## src/hdl/stc_pkg.sv

```systemverilog
// Shared types, scan code constants and the key decode table for the scan code text console.
// No dependencies; every other file in hdl/ refers to it by scoped names.
`default_nettype none
package stc_pkg;

  // Set 1 scan codes with a special role.
  localparam logic [7:0] SC_LSHIFT_MAKE  = 8'h2A;
  localparam logic [7:0] SC_RSHIFT_MAKE  = 8'h36;
  localparam logic [7:0] SC_LSHIFT_BREAK = 8'hAA;
  localparam logic [7:0] SC_RSHIFT_BREAK = 8'hB6;
  localparam logic [7:0] SC_SPACE        = 8'h39;
  localparam logic [7:0] SC_BACKSPACE    = 8'h0E;
  localparam logic [7:0] SC_ENTER        = 8'h1C;
  localparam logic [7:0] SC_DIGIT_ZERO   = 8'h0B;
  localparam logic [7:0] SC_TOP_FIRST    = 8'h10;
  localparam logic [7:0] SC_HOME_FIRST   = 8'h1E;
  localparam logic [7:0] SC_BOTTOM_FIRST = 8'h2C;
  localparam logic [7:0] SC_BREAK_MASK   = 8'h80;

  localparam logic [7:0] CHAR_SPACE    = 8'h20;
  localparam logic [7:0] CHAR_ZERO     = 8'h30;
  localparam logic [7:0] DIGIT_OFFSET  = 8'h2F;  // code 0x02 maps to '1'
  localparam logic [7:0] CASE_DISTANCE = 8'h20;

  localparam int OUT_WIDTH  = 40;
  localparam int ADDR_BITS  = 11;
  localparam int CELL_BITS  = 16;

  localparam logic [7:0] ROW_TOP [10] = '{8'h71, 8'h77, 8'h65, 8'h72, 8'h74,
                                          8'h79, 8'h75, 8'h69, 8'h6F, 8'h70};
  localparam logic [7:0] ROW_HOME [9] = '{8'h61, 8'h73, 8'h64, 8'h66, 8'h67,
                                          8'h68, 8'h6A, 8'h6B, 8'h6C};
  localparam logic [7:0] ROW_BOTTOM [7] = '{8'h7A, 8'h78, 8'h63, 8'h76, 8'h62,
                                            8'h6E, 8'h6D};

  typedef enum logic [2:0] {
    OP_NONE,
    OP_SHIFT_ON,
    OP_SHIFT_OFF,
    OP_BACKSPACE,
    OP_ENTER,
    OP_PUT
  } op_t;

  typedef struct packed {
    op_t        op;
    logic       letter;  // character is a lowercase letter that shift may raise
    logic [7:0] ch;
  } cmd_t;

  // Character for a printable make code, zero when the code has none.
  function automatic logic [7:0] decode_char(input logic [7:0] code);
    logic [7:0] ch;
    logic [7:0] idx;
    ch  = 8'h00;
    idx = 8'h00;
    case (code) inside
      SC_SPACE:        ch = CHAR_SPACE;
      [8'h02:8'h0A]:   ch = code + DIGIT_OFFSET;
      SC_DIGIT_ZERO:   ch = CHAR_ZERO;
      [8'h10:8'h19]: begin
        idx = code - SC_TOP_FIRST;
        ch  = ROW_TOP[idx[3:0]];
      end
      [8'h1E:8'h26]: begin
        idx = code - SC_HOME_FIRST;
        ch  = ROW_HOME[idx[3:0]];
      end
      [8'h2C:8'h32]: begin
        idx = code - SC_BOTTOM_FIRST;
        ch  = ROW_BOTTOM[idx[2:0]];
      end
      default:         ch = 8'h00;
    endcase
    return ch;
  endfunction

endpackage
`default_nettype wire

```

## src/hdl/scancode_text_console.sv

```systemverilog
// Scan code text console: one result transfer per accepted scan code transfer.
// Each accepted scan code is stored as a command in the queue at its transfer edge, and the
// result register loads from the queue head when the back end pops it.
// Throughput is one scan code per cycle while m_tready does not hold back the result stream.
// Reset (rst, synchronous, active high) clears the cursor to cell zero, releases shift,
// empties the queue and output register, and sets the text attribute to 15.
`default_nettype none
module scancode_text_console #(
  parameter int COLUMNS = 80,
  parameter int ROWS    = 25
) (
  input  wire logic        clk,
  input  wire logic        rst,
  // Configuration: text_attribute, written when cfg_we is high.
  input  wire logic        cfg_we,
  input  wire logic [7:0]  cfg_data,
  // Input stream. s_tdata: scan_code[7:0].
  input  wire logic        s_tvalid,
  output logic             s_tready,
  input  wire logic [7:0]  s_tdata,
  // Result stream. m_tdata: write_enable[0], write_address[11:1], write_cell[27:12],
  // cursor_after[38:28], zero pad[39].
  output logic             m_tvalid,
  input  wire logic        m_tready,
  output logic [39:0]      m_tdata
);

  localparam int TOTAL = COLUMNS * ROWS;

  logic [7:0]    text_attribute;
  logic          q_full;
  logic          q_push;
  stc_pkg::cmd_t front_cmd;
  logic          q_pop;
  logic          q_valid;
  stc_pkg::cmd_t head_cmd;

  // The user must write the attribute register only while the console is idle (the block does not
  // enforce this), so the back end can read it directly as each write cell is built.
  always_ff @(posedge clk) begin
    if (rst) begin
      text_attribute <= 8'd15;
    end else if (cfg_we) begin
      text_attribute <= cfg_data;
    end
  end

  // The front end classifies the scan code into a command in the cycle of its transfer.
  stc_front u_front (
    .s_tvalid (s_tvalid),
    .s_tready (s_tready),
    .s_tdata  (s_tdata),
    .q_full   (q_full),
    .q_push   (q_push),
    .q_cmd    (front_cmd)
  );

  // Two commands of slack let input transfers continue while a result waits downstream.
  stc_queue u_queue (
    .clk        (clk),
    .rst        (rst),
    .push       (q_push),
    .push_cmd   (front_cmd),
    .full       (q_full),
    .pop        (q_pop),
    .head_valid (q_valid),
    .head_cmd   (head_cmd)
  );

  // The back end owns the cursor and shift state and the registered result.
  stc_exec #(
    .COLUMNS (COLUMNS),
    .ROWS    (ROWS)
  ) u_exec (
    .clk            (clk),
    .rst            (rst),
    .text_attribute (text_attribute),
    .q_valid        (q_valid),
    .q_cmd          (head_cmd),
    .q_pop          (q_pop),
    .m_tvalid       (m_tvalid),
    .m_tready       (m_tready),
    .m_tdata        (m_tdata)
  );

  // The queue can only fill up behind a result that is waiting in the output register.
  assert property (@(posedge clk) disable iff (rst) !s_tready |-> m_tvalid)
    else $error("input stalled without a pending result");

  // A result without a cell write carries zero address and cell.
  assert property (@(posedge clk) disable iff (rst)
    (m_tvalid && !m_tdata[0]) |-> (m_tdata[27:1] == 27'd0))
    else $error("non-write result carries address or cell bits");

  // The reported cursor stays inside the buffer.
  assert property (@(posedge clk) disable iff (rst)
    m_tvalid |-> ((TOTAL > 2048) || (32'(m_tdata[38:28]) < TOTAL)))
    else $error("cursor outside the text buffer");

  // A fresh result always follows a queue pop.
  assert property (@(posedge clk) disable iff (rst)
    (m_tvalid && !$past(m_tvalid)) |-> $past(q_valid))
    else $error("result appeared without a queued command");

endmodule
`default_nettype wire

```

## src/hdl/stc_front.sv

```systemverilog
// Front end: accepts scan code transfers and classifies each into a console command.
// Depends on stc_pkg for the command type and the key decode table.
`default_nettype none
module stc_front (
  input  wire logic           s_tvalid,
  output logic                s_tready,
  input  wire logic [7:0]     s_tdata,
  input  wire logic           q_full,
  output logic                q_push,
  output stc_pkg::cmd_t       q_cmd
);

  logic [7:0] ch;

  assign s_tready = !q_full;
  assign q_push   = s_tvalid && s_tready;
  assign ch       = stc_pkg::decode_char(s_tdata);

  always_comb begin
    q_cmd.op     = stc_pkg::OP_NONE;
    q_cmd.ch     = ch;
    q_cmd.letter = (ch >= 8'h61) && (ch <= 8'h7A);
    unique case (s_tdata) inside
      stc_pkg::SC_LSHIFT_MAKE, stc_pkg::SC_RSHIFT_MAKE:   q_cmd.op = stc_pkg::OP_SHIFT_ON;
      stc_pkg::SC_LSHIFT_BREAK, stc_pkg::SC_RSHIFT_BREAK: q_cmd.op = stc_pkg::OP_SHIFT_OFF;
      stc_pkg::SC_BACKSPACE:                              q_cmd.op = stc_pkg::OP_BACKSPACE;
      stc_pkg::SC_ENTER:                                  q_cmd.op = stc_pkg::OP_ENTER;
      default: begin
        // Break codes and unmapped codes decode to no character.
        if (((s_tdata & stc_pkg::SC_BREAK_MASK) == 8'h00) && (ch != 8'h00)) begin
          q_cmd.op = stc_pkg::OP_PUT;
        end
      end
    endcase
  end

endmodule
`default_nettype wire

```

## src/hdl/stc_queue.sv

```systemverilog
// Two-entry command queue between the front end and the executing back end.
// Depends on stc_pkg for the command type.
`default_nettype none
module stc_queue (
  input  wire logic          clk,
  input  wire logic          rst,
  input  wire logic          push,
  input  wire stc_pkg::cmd_t push_cmd,
  output logic               full,
  input  wire logic          pop,
  output logic               head_valid,
  output stc_pkg::cmd_t      head_cmd
);

  stc_pkg::cmd_t slots [2];
  logic          wr_ptr;
  logic          rd_ptr;
  logic [1:0]    count;

  assign full       = (count == 2'd2);
  assign head_valid = (count != 2'd0);
  assign head_cmd   = slots[rd_ptr];

  always_ff @(posedge clk) begin
    if (push) begin
      slots[wr_ptr] <= push_cmd;
    end
  end

  always_ff @(posedge clk) begin
    if (rst) begin
      wr_ptr <= 1'b0;
      rd_ptr <= 1'b0;
      count  <= 2'd0;
    end else begin
      if (push) begin
        wr_ptr <= !wr_ptr;
      end
      if (pop) begin
        rd_ptr <= !rd_ptr;
      end
      count <= count + {1'b0, push} - {1'b0, pop};
    end
  end

endmodule
`default_nettype wire

```

## src/hdl/stc_exec.sv

```systemverilog
// Back end: applies commands to the cursor and shift state and registers each result.
// Depends on stc_pkg for the command type, constants and output layout.
`default_nettype none
module stc_exec #(
  parameter int COLUMNS = 80,
  parameter int ROWS    = 25
) (
  input  wire logic                              clk,
  input  wire logic                              rst,
  input  wire logic [7:0]                        text_attribute,
  input  wire logic                              q_valid,
  input  wire stc_pkg::cmd_t                     q_cmd,
  output logic                                   q_pop,
  output logic                                   m_tvalid,
  input  wire logic                              m_tready,
  output logic [stc_pkg::OUT_WIDTH-1:0]          m_tdata
);

  localparam int TOTAL = COLUMNS * ROWS;
  localparam int CW    = (TOTAL > 1) ? $clog2(TOTAL) : 1;
  localparam int COLW  = (COLUMNS > 1) ? $clog2(COLUMNS) : 1;
  localparam int ROWW  = (ROWS > 1) ? $clog2(ROWS) : 1;
  localparam int AW    = stc_pkg::ADDR_BITS;

  logic [CW-1:0]   pos, pos_next;
  logic [COLW-1:0] col, col_next;
  logic [ROWW-1:0] row, row_next;
  logic            shift, shift_next;
  logic            we;
  logic [CW-1:0]   addr;
  logic [7:0]      ch;
  logic            last_col, last_row;
  logic [CW+AW-1:0] addr_ext, pos_ext;
  logic [stc_pkg::CELL_BITS-1:0] wr_cell;

  assign q_pop    = q_valid && (!m_tvalid || m_tready);
  assign last_col = (col == COLW'(COLUMNS - 1));
  assign last_row = (row == ROWW'(ROWS - 1));

  always_comb begin
    pos_next   = pos;
    col_next   = col;
    row_next   = row;
    shift_next = shift;
    we         = 1'b0;
    addr       = '0;
    ch         = 8'h00;
    unique case (q_cmd.op)
      stc_pkg::OP_SHIFT_ON:  shift_next = 1'b1;
      stc_pkg::OP_SHIFT_OFF: shift_next = 1'b0;
      stc_pkg::OP_BACKSPACE: begin
        if (pos != '0) begin
          pos_next = pos - CW'(1);
          if (col == '0) begin
            col_next = COLW'(COLUMNS - 1);
            row_next = row - ROWW'(1);
          end else begin
            col_next = col - COLW'(1);
          end
        end
        we   = 1'b1;
        addr = pos_next;
        ch   = stc_pkg::CHAR_SPACE;
      end
      stc_pkg::OP_ENTER: begin
        col_next = '0;
        if (last_row) begin
          row_next = '0;
          pos_next = '0;
        end else begin
          row_next = row + ROWW'(1);
          pos_next = pos - CW'(col) + CW'(COLUMNS);
        end
      end
      stc_pkg::OP_PUT: begin
        we   = 1'b1;
        addr = pos;
        ch   = (shift && q_cmd.letter) ? (q_cmd.ch - stc_pkg::CASE_DISTANCE) : q_cmd.ch;
        if (last_col) begin
          col_next = '0;
          if (last_row) begin
            row_next = '0;
            pos_next = '0;
          end else begin
            row_next = row + ROWW'(1);
            pos_next = pos + CW'(1);
          end
        end else begin
          col_next = col + COLW'(1);
          pos_next = pos + CW'(1);
        end
      end
      default: begin
      end
    endcase
  end

  assign addr_ext = {{AW{1'b0}}, addr};
  assign pos_ext  = {{AW{1'b0}}, pos_next};
  assign wr_cell  = we ? {text_attribute, ch} : 16'h0000;

  always_ff @(posedge clk) begin
    if (rst) begin
      pos      <= '0;
      col      <= '0;
      row      <= '0;
      shift    <= 1'b0;
      m_tvalid <= 1'b0;
    end else if (q_pop) begin
      pos      <= pos_next;
      col      <= col_next;
      row      <= row_next;
      shift    <= shift_next;
      m_tvalid <= 1'b1;
    end else if (m_tready) begin
      m_tvalid <= 1'b0;
    end
  end

  always_ff @(posedge clk) begin
    if (q_pop) begin
      m_tdata <= {1'b0, pos_ext[AW-1:0], wr_cell, addr_ext[AW-1:0], we};
    end
  end

endmodule
`default_nettype wire
```

## config.mk

```make
export PLATFORM = sky130hd
export DESIGN_NAME = scancode_text_console
export DESIGN_NICKNAME = d
export VERILOG_FILES = /design/src/hdl/stc_pkg.sv /design/src/hdl/scancode_text_console.sv /design/src/hdl/stc_front.sv /design/src/hdl/stc_queue.sv /design/src/hdl/stc_exec.sv
export SDC_FILE = /design/constraint.sdc
export NUM_CORES = 1
export LEC_CHECK = 0
export BUFFER_PORTS_ARGS = -buffer_cell sky130_fd_sc_hd__buf_2
export CAP_MARGIN = 20
export CORE_AREA = 10 10 138 140
export CTS_CLUSTER_SIZE = 25
export DETAILED_ROUTE_END_ITERATION = 10
export DIE_AREA = 0 0 148 150
export MAX_ROUTING_LAYER = met4
export PLACE_DENSITY = 0.58
export SLEW_MARGIN = 20
export SYNTH_ARGS = -nofsm -noshare
export SYNTH_HDL_FRONTEND = slang
export SYNTH_SLANG_ARGS = --single-unit
```

## constraint.sdc

```tcl
create_clock -name clk -period 7 [get_ports clk]
set_input_delay 1.4 -clock clk [delete_from_list [all_inputs] [get_ports clk]]
set_output_delay 1.4 -clock clk [all_outputs]
set_load 0.01 [all_outputs]
```

=== After elaboration in Yosys (flattened, before gate mapping) ===
Memory sizes are Yosys's and may differ from the RTL's. A register that Yosys moved wholly into a read port is not among the register bits.
Index checks and enable logic that the tools add are counted.

* Add/subtract/negate cells: 15
* Magnitude comparators: 13
* Equality and inequality tests: 19
* Muxes and demuxes: 39
* Bitwise operators: 3
* Reductions and logical operators: 28

{| class="wikitable"
|+ Operator list
! operator !! count
|-
| two-way mux 8 bit || 13
|-
| two-way mux 11 bit || 4
|-
| case mux 11 bit (3 select lines) || 1
|-
| == test 8 x 6 -> 1 bit, second input constant || 3
|-
| case mux 11 bit (2 select lines) || 1
|-
| two-way mux 7 bit || 3
|-
| case mux 7 bit (3 select lines) || 1
|-
| two-way mux 5 bit || 4
|-
| == test 8 x 4 -> 1 bit, second input constant || 2
|-
| == test 8 bit, second input constant || 2
|-
| greater-or-equal comparator 8 x 5 -> 1 bit, second input constant || 2
|-
| <= comparator 8 x 6 -> 1 bit, second input constant || 2
|-
| case mux 8 bit (2 select lines) || 1
|-
| case mux 5 bit (3 select lines) || 1
|-
| case mux 3 bit (4 select lines) || 1
|-
| adder 11 x 1 -> 11 bit, second input constant || 1
|-
| adder 11 x 7 -> 11 bit, second input constant || 1
|-
| nonzero test 11 bit || 1
|-
| subtractor 11 x 1 -> 11 bit, second input constant || 1
|-
| subtractor 11 x 7 -> 11 bit || 1
|-
| greater-or-equal comparator 5 bit, second input constant || 2
|-
| NOT 4 -> 5 bit || 2
|-
| logical AND 1 bit || 9
|-
| adder 8 x 6 -> 8 bit, second input constant || 1
|-
| 40 further kinds || 57
|}

* Flip-flop bits (word level): 76
* Memory bits (writable): 24
* ROM bits: 320
* Input bits: 21
* Output and inout bits: 42
* Word-level logic and storage cells: 132
* Memories: 4

{| class="wikitable"
|+ Memories
! memory !! depth !! width !! read ports !! clocked after memory_dff !! write ports !! RTL line !! text
|-
| (name not given) || 16 || 8 || 1 || 0 || 0 || stc_pkg.sv:63 || <nowiki>ch = ROW_TOP[idx[3:0]];</nowiki>
|-
| (name not given) || 16 || 8 || 1 || 0 || 0 || stc_pkg.sv:67 || <nowiki>ch = ROW_HOME[idx[3:0]];</nowiki>
|-
| (name not given) || 8 || 8 || 1 || 0 || 0 || stc_pkg.sv:71 || <nowiki>ch = ROW_BOTTOM[idx[2:0]];</nowiki>
|-
| u_queue.slots || 2 || 12 || 1 || 1 || 1 || stc_queue.sv:15 || <nowiki>stc_pkg::cmd_t slots [2];</nowiki>
|}

=== Logic depth before layout (Yosys ltp) ===
Gate-level depths: netlist of run 1.

* Depth in word-level cells: 15
* Mapped depth: 14
* Mapped depth without buffers: 13

=== Modules after synthesis ===
Synthesis of run 1 repeated with hierarchy kept, for this count alone.

* Cells, all modules: 696
* Area, all modules: 6761.5 sq um

{| class="wikitable"
|+ Modules (own cells, without submodules)
! module !! instances !! cells an instance !! area each (sq um) !! seq. area each (sq um)
|-
| stc_exec || 1 || 481 || 4347.9 || 1671.6
|-
| stc_queue || 1 || 58 || 1123.6 || 820.8
|-
| stc_front || 1 || 131 || 992.2 || 0.0
|-
| scancode_text_console || 1 || 26 || 297.8 || 160.2
|}

=== Least setup slack after synthesis of run 1 ===
OpenSTA, ideal clock, no wires.

* Path type: in2reg
* Start: input port m_tready
* End: register u_exec.row[3]
* Setup time: 128 ps
* Arrival time: 4225 ps
* Data required time: 6872 ps
* Setup slack: 2647 ps
* Stages: 8
* Path buffers: 1
* Cells stage by stage: nand2b_1 -> o21a_1 -> clkbuf_1 -> o21ai_0 -> nor3_2 -> o21ai_0 -> a22oi_1 -> nor2_1

* Longest elaborated chain between the ends: 3

{| class="wikitable"
|+ RTL lines
! what !! RTL line !! text
|-
| start, declared || scancode_text_console.sv:24 || <nowiki>input wire logic m_tready,</nowiki>
|-
| logical OR 1 bit || stc_exec.sv:36 || <nowiki>assign q_pop = q_valid && (!m_tvalid || m_tready);</nowiki>
|-
| logical AND 1 bit || stc_exec.sv:36 ||
|-
| via q_pop || scancode_text_console.sv:34 || <nowiki>logic q_pop;</nowiki>
|-
| AND reduction 5 bit (no source line) || n/a ||
|-
| end signal, assigned || stc_exec.sv:112 || <nowiki>row <= row_next;</nowiki>
|-
| end, declared || stc_exec.sv:27 || <nowiki>logic [ROWW-1:0] row, row_next;</nowiki>
|}

The timed path passes the listed nets, and every way through them passes these cells.
A chain may end at the register's enable or synchronous reset.

==> impl_metrics.toml, run 1 <==
[detailed_routing]
vias_per_cell = 5.57
routedWlPerCell_um = 16.7
vias = 5337
drc = 0
drt-pass1-iter-count = 5
ant_nets = 0
wirelength_um = 16000
drt-initial-drc-count = 353

[flow_run]
max-cap-violations = 0

[clock_tree]
cts_tree = "yes"
post_cts_buffers = 0
cts_htree_levels = 3
cts_resized = 0
clk-insertion-delay-late_ps = 350
cts.path.max_buffers = 2
hold_buffers = 0
clock-sinks = 101
root_buffer = "clkbuf_16"
clk_pin_slew_worst_paths_ps = 70
cts_made_buffers = 9

[floorplan]
start_util = 0.388
coreArea_um2 = 16300
dieHeight_um = 150
ios = 63
chipWidth_um = 148
rows = 47
die-area_um2 = 22200

[logic_synthesis]
async_flop_share = 0
syn_inst = 692
synth_area_um2 = 6350
yosysWarningCount = 0
synth_edf_count = 63
synthFlopType = "edfxtp_1"
synthDistinctLibCells = 79
syn_area_per_cell_um2 = 9.18
ys_ff_latch = 101
synth-seq-area-share = 0.418

[placed_design]
dpl_cell_area_um2 = 6800
gp_congestion = 0.903
port_buffers = 61
dp_slack_ps = 2790
hpwl_um = 11800

[power]
ir_drop_mv = 0.163
powerDensity_nw_per_um2 = 419
leakage_nw = 2.70

[global_route]
grt_pass1_wl_um = 26400
grt_max_degree = 47
antenna_found_initial = 0
gr-total-overflow = 0
grt_pass1_vias = 5174
grt.total_usage = 0.149

[critical_path]
critPathKind = "input pin to flip-flop"
cp_data_arrival_time_ps = 3980
worstSetupStartpoint = "s_tdata[2]"
setup.worst_path.end_class = "flip-flop"
cp_max_fo = 29
critPathRequiredTime_ps = 7070
cp-start-kind = "input pin"

[sta]
fin_tns_setup_ps = 0
hold_violations = 0
setup_viol = 0
tightest_slew_ps = 814
finClkSkew_ps = 5.79
rsz0062_at_grt = "false"
fmax_mhz = 256
period_share = 0.558
slew_headroom = 0.456
maxSlewViolCount = 0
fin_crit_ps = 3910
worst_slack_ps = 3090

[layout]
nNetsFinal = 797
syn_to_final_growth_pct = 11.6
stdcell_area_um2 = 7090
final_cell_mix = "nor2_1 (77), edfxtp_1 (63), buf_2 (61), nand2_1 (58), o21ai_0 (54)"
final_common_cell = "nor2_1"
drive_gt1_frac = 0.134
n_antenna_cell = 0

[min_path]
hold_class = "flip-flop to flip-flop"
hp-start = "text_attribute[5]$_SDFFE_PP0P_"

[outcome]
outcome = "finished clean"
==> critical path, cell delays in order <==
cell and delay (ps):
buf_2 420, inv_1 250, ha_1 240, nor2b_1 160, o21ai_0 380, a21oi_1 200, a32oi_1 220, o221ai_1 220
o41ai_1 380, a31oi_1 100
==> registers in the layout, summed over array words and instances (netlist names), named ones only <==
| signal | count |
|---|---|
| u_exec.m_tdata | 39 |
| u_queue.slots | 24 |
| u_exec.pos | 11 |
| text_attribute | 8 |
| u_exec.col | 7 |
| u_exec.row | 5 |
| u_queue.count | 2 |
| u_exec.m_tvalid | 1 |
| u_exec.shift | 1 |
| u_queue.rd_ptr | 1 |
| u_queue.wr_ptr | 1 |
==> cell usage after synthesis (3+ instances only) <==
| library cell | instances | area (um2) |
|---|---|---|
| nor3_1 | 14 | 70.1 |
| or2_2 | 3 | 18.8 |
| xnor2_1 | 15 | 131 |
| nor2_1 | 77 | 289 |
| nor3b_1 | 4 | 30.0 |
| o31ai_1 | 5 | 37.5 |
| dfxtp_1 | 38 | 761 |
| inv_1 | 35 | 131 |
| a31oi_1 | 11 | 68.8 |
| and2_1 | 12 | 75.1 |
| a32oi_1 | 3 | 26.3 |
| o22ai_1 | 4 | 25.0 |
| buf_2 | 9 | 45.0 |
| a311oi_1 | 3 | 26.3 |
| a21oi_1 | 33 | 165 |
| a211oi_1 | 26 | 195 |
| mux2i_1 | 19 | 190 |
| o21ai_0 | 54 | 270 |
| xor2_1 | 4 | 35.0 |
| nand2b_1 | 3 | 18.8 |
| mux2_2 | 3 | 33.8 |
| nand3_1 | 19 | 95.1 |
| nand2_1 | 58 | 218 |
| or3_1 | 7 | 43.8 |
| a211o_1 | 6 | 52.6 |
| nor4_1 | 5 | 31.3 |
| ha_1 | 41 | 513 |
| nor2b_1 | 15 | 93.8 |
| o211ai_1 | 7 | 52.6 |
| clkbuf_1 | 20 | 75.1 |
| o21bai_1 | 4 | 30.0 |
| a22oi_1 | 3 | 22.5 |
| edfxtp_1 | 63 | 1890 |
| a21o_1 | 3 | 22.5 |
| and3_1 | 6 | 37.5 |
| buf_1 | 4 | 15.0 |
==> final timing paths <==
check | to | slack, ps | cells after the start
min | text_attribute[5]$_SDFFE_PP0P_ | 490 | 2
max | u_queue.slots[1][8]$_DFFE_PP_ | 3090 | 10
min reg2reg | text_attribute[5]$_SDFFE_PP0P_ | 490 | 2
max reg2reg | u_exec.row[3]$_SDFFE_PP0P_ | 3590 | 8
==> power breakdown <==
group | total, mW | internal [mW] | switching [mW]
Combinational | 1.46 | 0.576 | 0.888
Sequential | 1.03 | 0.879 | 0.148
Clock | 0.477 | 0.247 | 0.230
==> stage by stage <==
step                std cells  total power [mW]  hold slack [ps]  utilization
finish                    959              2.97              493        0.433
detailed placement        942              2.50              478        0.416
global route              959              3.21              521        0.433
floorplan                 694              2.09              452            -
global placement          942              2.47              471        0.416
CTS                       958              2.98              498        0.433
==> cell type report <==
cell class                      instances  area, um2
Inverter                               36        135
Tap cell                              220        275
Clock buffer                           10        229
Timing Repair Buffer                   66        343
Clock inverter                          6       52.6
Fill cell                            1592       9260
Multi-Input combinational cell        520       3400
Sequential cell                       101       2650
==> metal layers <==
metal,part of all wire,up-vias,GRT usage
li1,-,2618,-
met1,0.44,2502,0.173
met2,0.49,192,0.250
met3,0.054,25,0.0202
met4,0.022,0,0.0689
met5,0,-,-
==> logic make-up (layout without fill, tap and decap cells) <==
family | after synthesis | count (layout) | share of synthesized area
flip-flops | 101 | 101 | 0.418
XOR/XNOR | 19 | 19 | 0.0262
adder cells (fa/ha/maj) | 42 | 42 | 0.0839
buffers and inverters | 73 | 118 | 0.0485
multiplexers | 23 | 23 | 0.0374
AND/OR/NAND/NOR | 240 | 240 | 0.184
other | 1 | 3 | 0.000590
AO/OA/AOI/OAI | 193 | 193 | 0.201
Note: power is estimated with default switching activity, not from simulation.
==> run 2: changes to the inputs <==
Clock period 7 ns to 3.7 ns, I/O delays scaled along.
==> impl_metrics.toml, run 2 (synthesized netlist as in run 1, its figures left out) <==
[layout]
reg_top3 = "u_exec.m_tdata x39, u_queue.slots x24, u_exec.pos x11"
largest_reg_flops = 39
drive_gt1_frac = 0.148
multiInputGateArea_um2 = 3400
syn_to_final_growth_pct = 13.0
final_common_cell = "nor2_1"
n_antenna_cell = 0
ff_latch_area_um2 = 2650
nNetsFinal = 808
largest_register = "u_exec.m_tdata"
stdcell_area_um2 = 7180
final_cell_mix = "nor2_1 (77), edfxtp_1 (63), buf_2 (61), nand2_1 (58), o21ai_0 (54)"
n_fill_cell = 1583

[critical_path]
worstSetupStartpoint = "u_exec.pos[4]$_SDFFE_PP0P_"
path_delay_family = "compound AO/OA/AOI/OAI gates"
worst-path-buf-inv = 2
cp_data_arrival_time_ps = 3110
r2r_setup_slack_ps = 680
crit_end = "u_exec.m_tdata[38]$_DFFE_PP_"
rr_startpoint = "u_exec.pos[4]$_SDFFE_PP0P_"
r2r_cells = 11
path_depth = 11
cp_slowest_cell = "dfxtp_1"
cp-start-kind = "flip-flop"
worstPathCellList = "inv_1 > ha_1 > inv_1 > ha_1 > nand3_1 > o2111ai_1 > a311o_1 > xnor2_1 > nor2_1 > a211oi_1 > a21oi_1"
critPathKind = "flip-flop to flip-flop"
crit_path_max_incr_delay_ps = 630
critPathRequiredTime_ps = 3800
cp_max_fo = 15
timing.rr.end = "u_exec.m_tdata[38]$_DFFE_PP_"
setup.worst_path.end_class = "flip-flop"

[detailed_routing]
wirelength_um = 16500
routedWlPerCell_um = 17.0
vias_per_cell = 5.59
ant_nets = 0
vias = 5424
drt-initial-drc-count = 417
drc = 0
drt-pass1-iter-count = 5

[power]
leakage_nw = 2.77
power_mw = 5.68
ir_drop_mv = 0.328
powerDensity_nw_per_um2 = 791

[clock_tree]
clock-sinks = 101
hold_buffers = 0
cts.path.max_buffers = 2
cts_made_buffers = 9
cts_tree = "yes"
clk_pin_slew_worst_paths_ps = 80
cts_resized = 0
root_buffer = "clkbuf_16"
post_cts_buffers = 0
cts_htree_levels = 3
clk-insertion-delay-late_ps = 350

[sta]
setup_viol = 0
hold_violations = 0
fmax_mhz = 331
rsz0062_at_grt = "false"
fin_crit_ps = 3020
finClkSkew_ps = 7.68
fin_tns_setup_ps = 0
maxSlewViolCount = 0
tightest_slew_ps = 1050
slew_headroom = 0.299
period_share = 0.816

[floorplan]
rows = 47
die-area_um2 = 22200
coreArea_um2 = 16300
chipWidth_um = 148
start_util = 0.388
dieHeight_um = 150
ios = 63

[global_route]
gr-total-overflow = 0
antenna_found_initial = 0
grt_pass1_vias = 5411
grt.total_usage = 0.154
grt_pass1_wl_um = 27400
grt_max_degree = 47

[placed_design]
hpwl_um = 12200
dpl_cell_area_um2 = 6890
gp_congestion = 0.928
port_buffers = 61

[min_path]
hp-start = "text_attribute[5]$_SDFFE_PP0P_"
hold_class = "flip-flop to flip-flop"

[outcome]
outcome = "finished clean"

[flow_run]
max-cap-violations = 0
-- run 2: final cells by class --
cell class	count	share of cell area
Tap cell	220	0.0384
Timing Repair Buffer	77	0.0593
Clock buffer	9	0.0314
Multi-Input combinational cell	520	0.474
Clock inverter	7	0.00889
Inverter	36	0.0188
Sequential cell	101	0.370
-- run 2: worst min-delay path, delay by kind of cell, from the launching register on --
family	cells	cell delay, ps
simple gates	1	70
flops	1	330
mux	1	60
-- run 2: report_power, final --
group,switching (mW),total (mW),internal [mW]
clock network,0.457,0.930,0.473
logic,1.71,2.83,1.12
registers,0.254,1.92,1.66
total,2.42,5.68,3.26
-- run 2: through the flow --
step	util	hold slack, ps	std cells	worst slack (ps)
after floorplan	-	452	694	7.36
after global placement	0.421	471	954	502
after detailed placement	0.421	476	954	511
after CTS	0.439	497	970	738
after global routing	0.439	533	970	432
final	0.439	493	970	680
-- run 2: per-layer routing --
layer,vias to the layer above,global-route usage,share of wire
met3,34,0.0242,0.053
met4,0,0.0723,0.030
met2,204,0.255,0.49
met1,2544,0.181,0.43
li1,2642,-,-
met5,-,-,0
-- run 2: worst min path at each step --
stage | endpoint | cells past startpoint
after floorplan | text_attribute[4]$_SDFFE_PP0P_ | 2
after global placement | text_attribute[5]$_SDFFE_PP0P_ | 2
after detailed placement | text_attribute[5]$_SDFFE_PP0P_ | 2
after CTS | text_attribute[5]$_SDFFE_PP0P_ | 2
after global routing | text_attribute[7]$_SDFFE_PP0P_ | 2
final | text_attribute[5]$_SDFFE_PP0P_ | 2
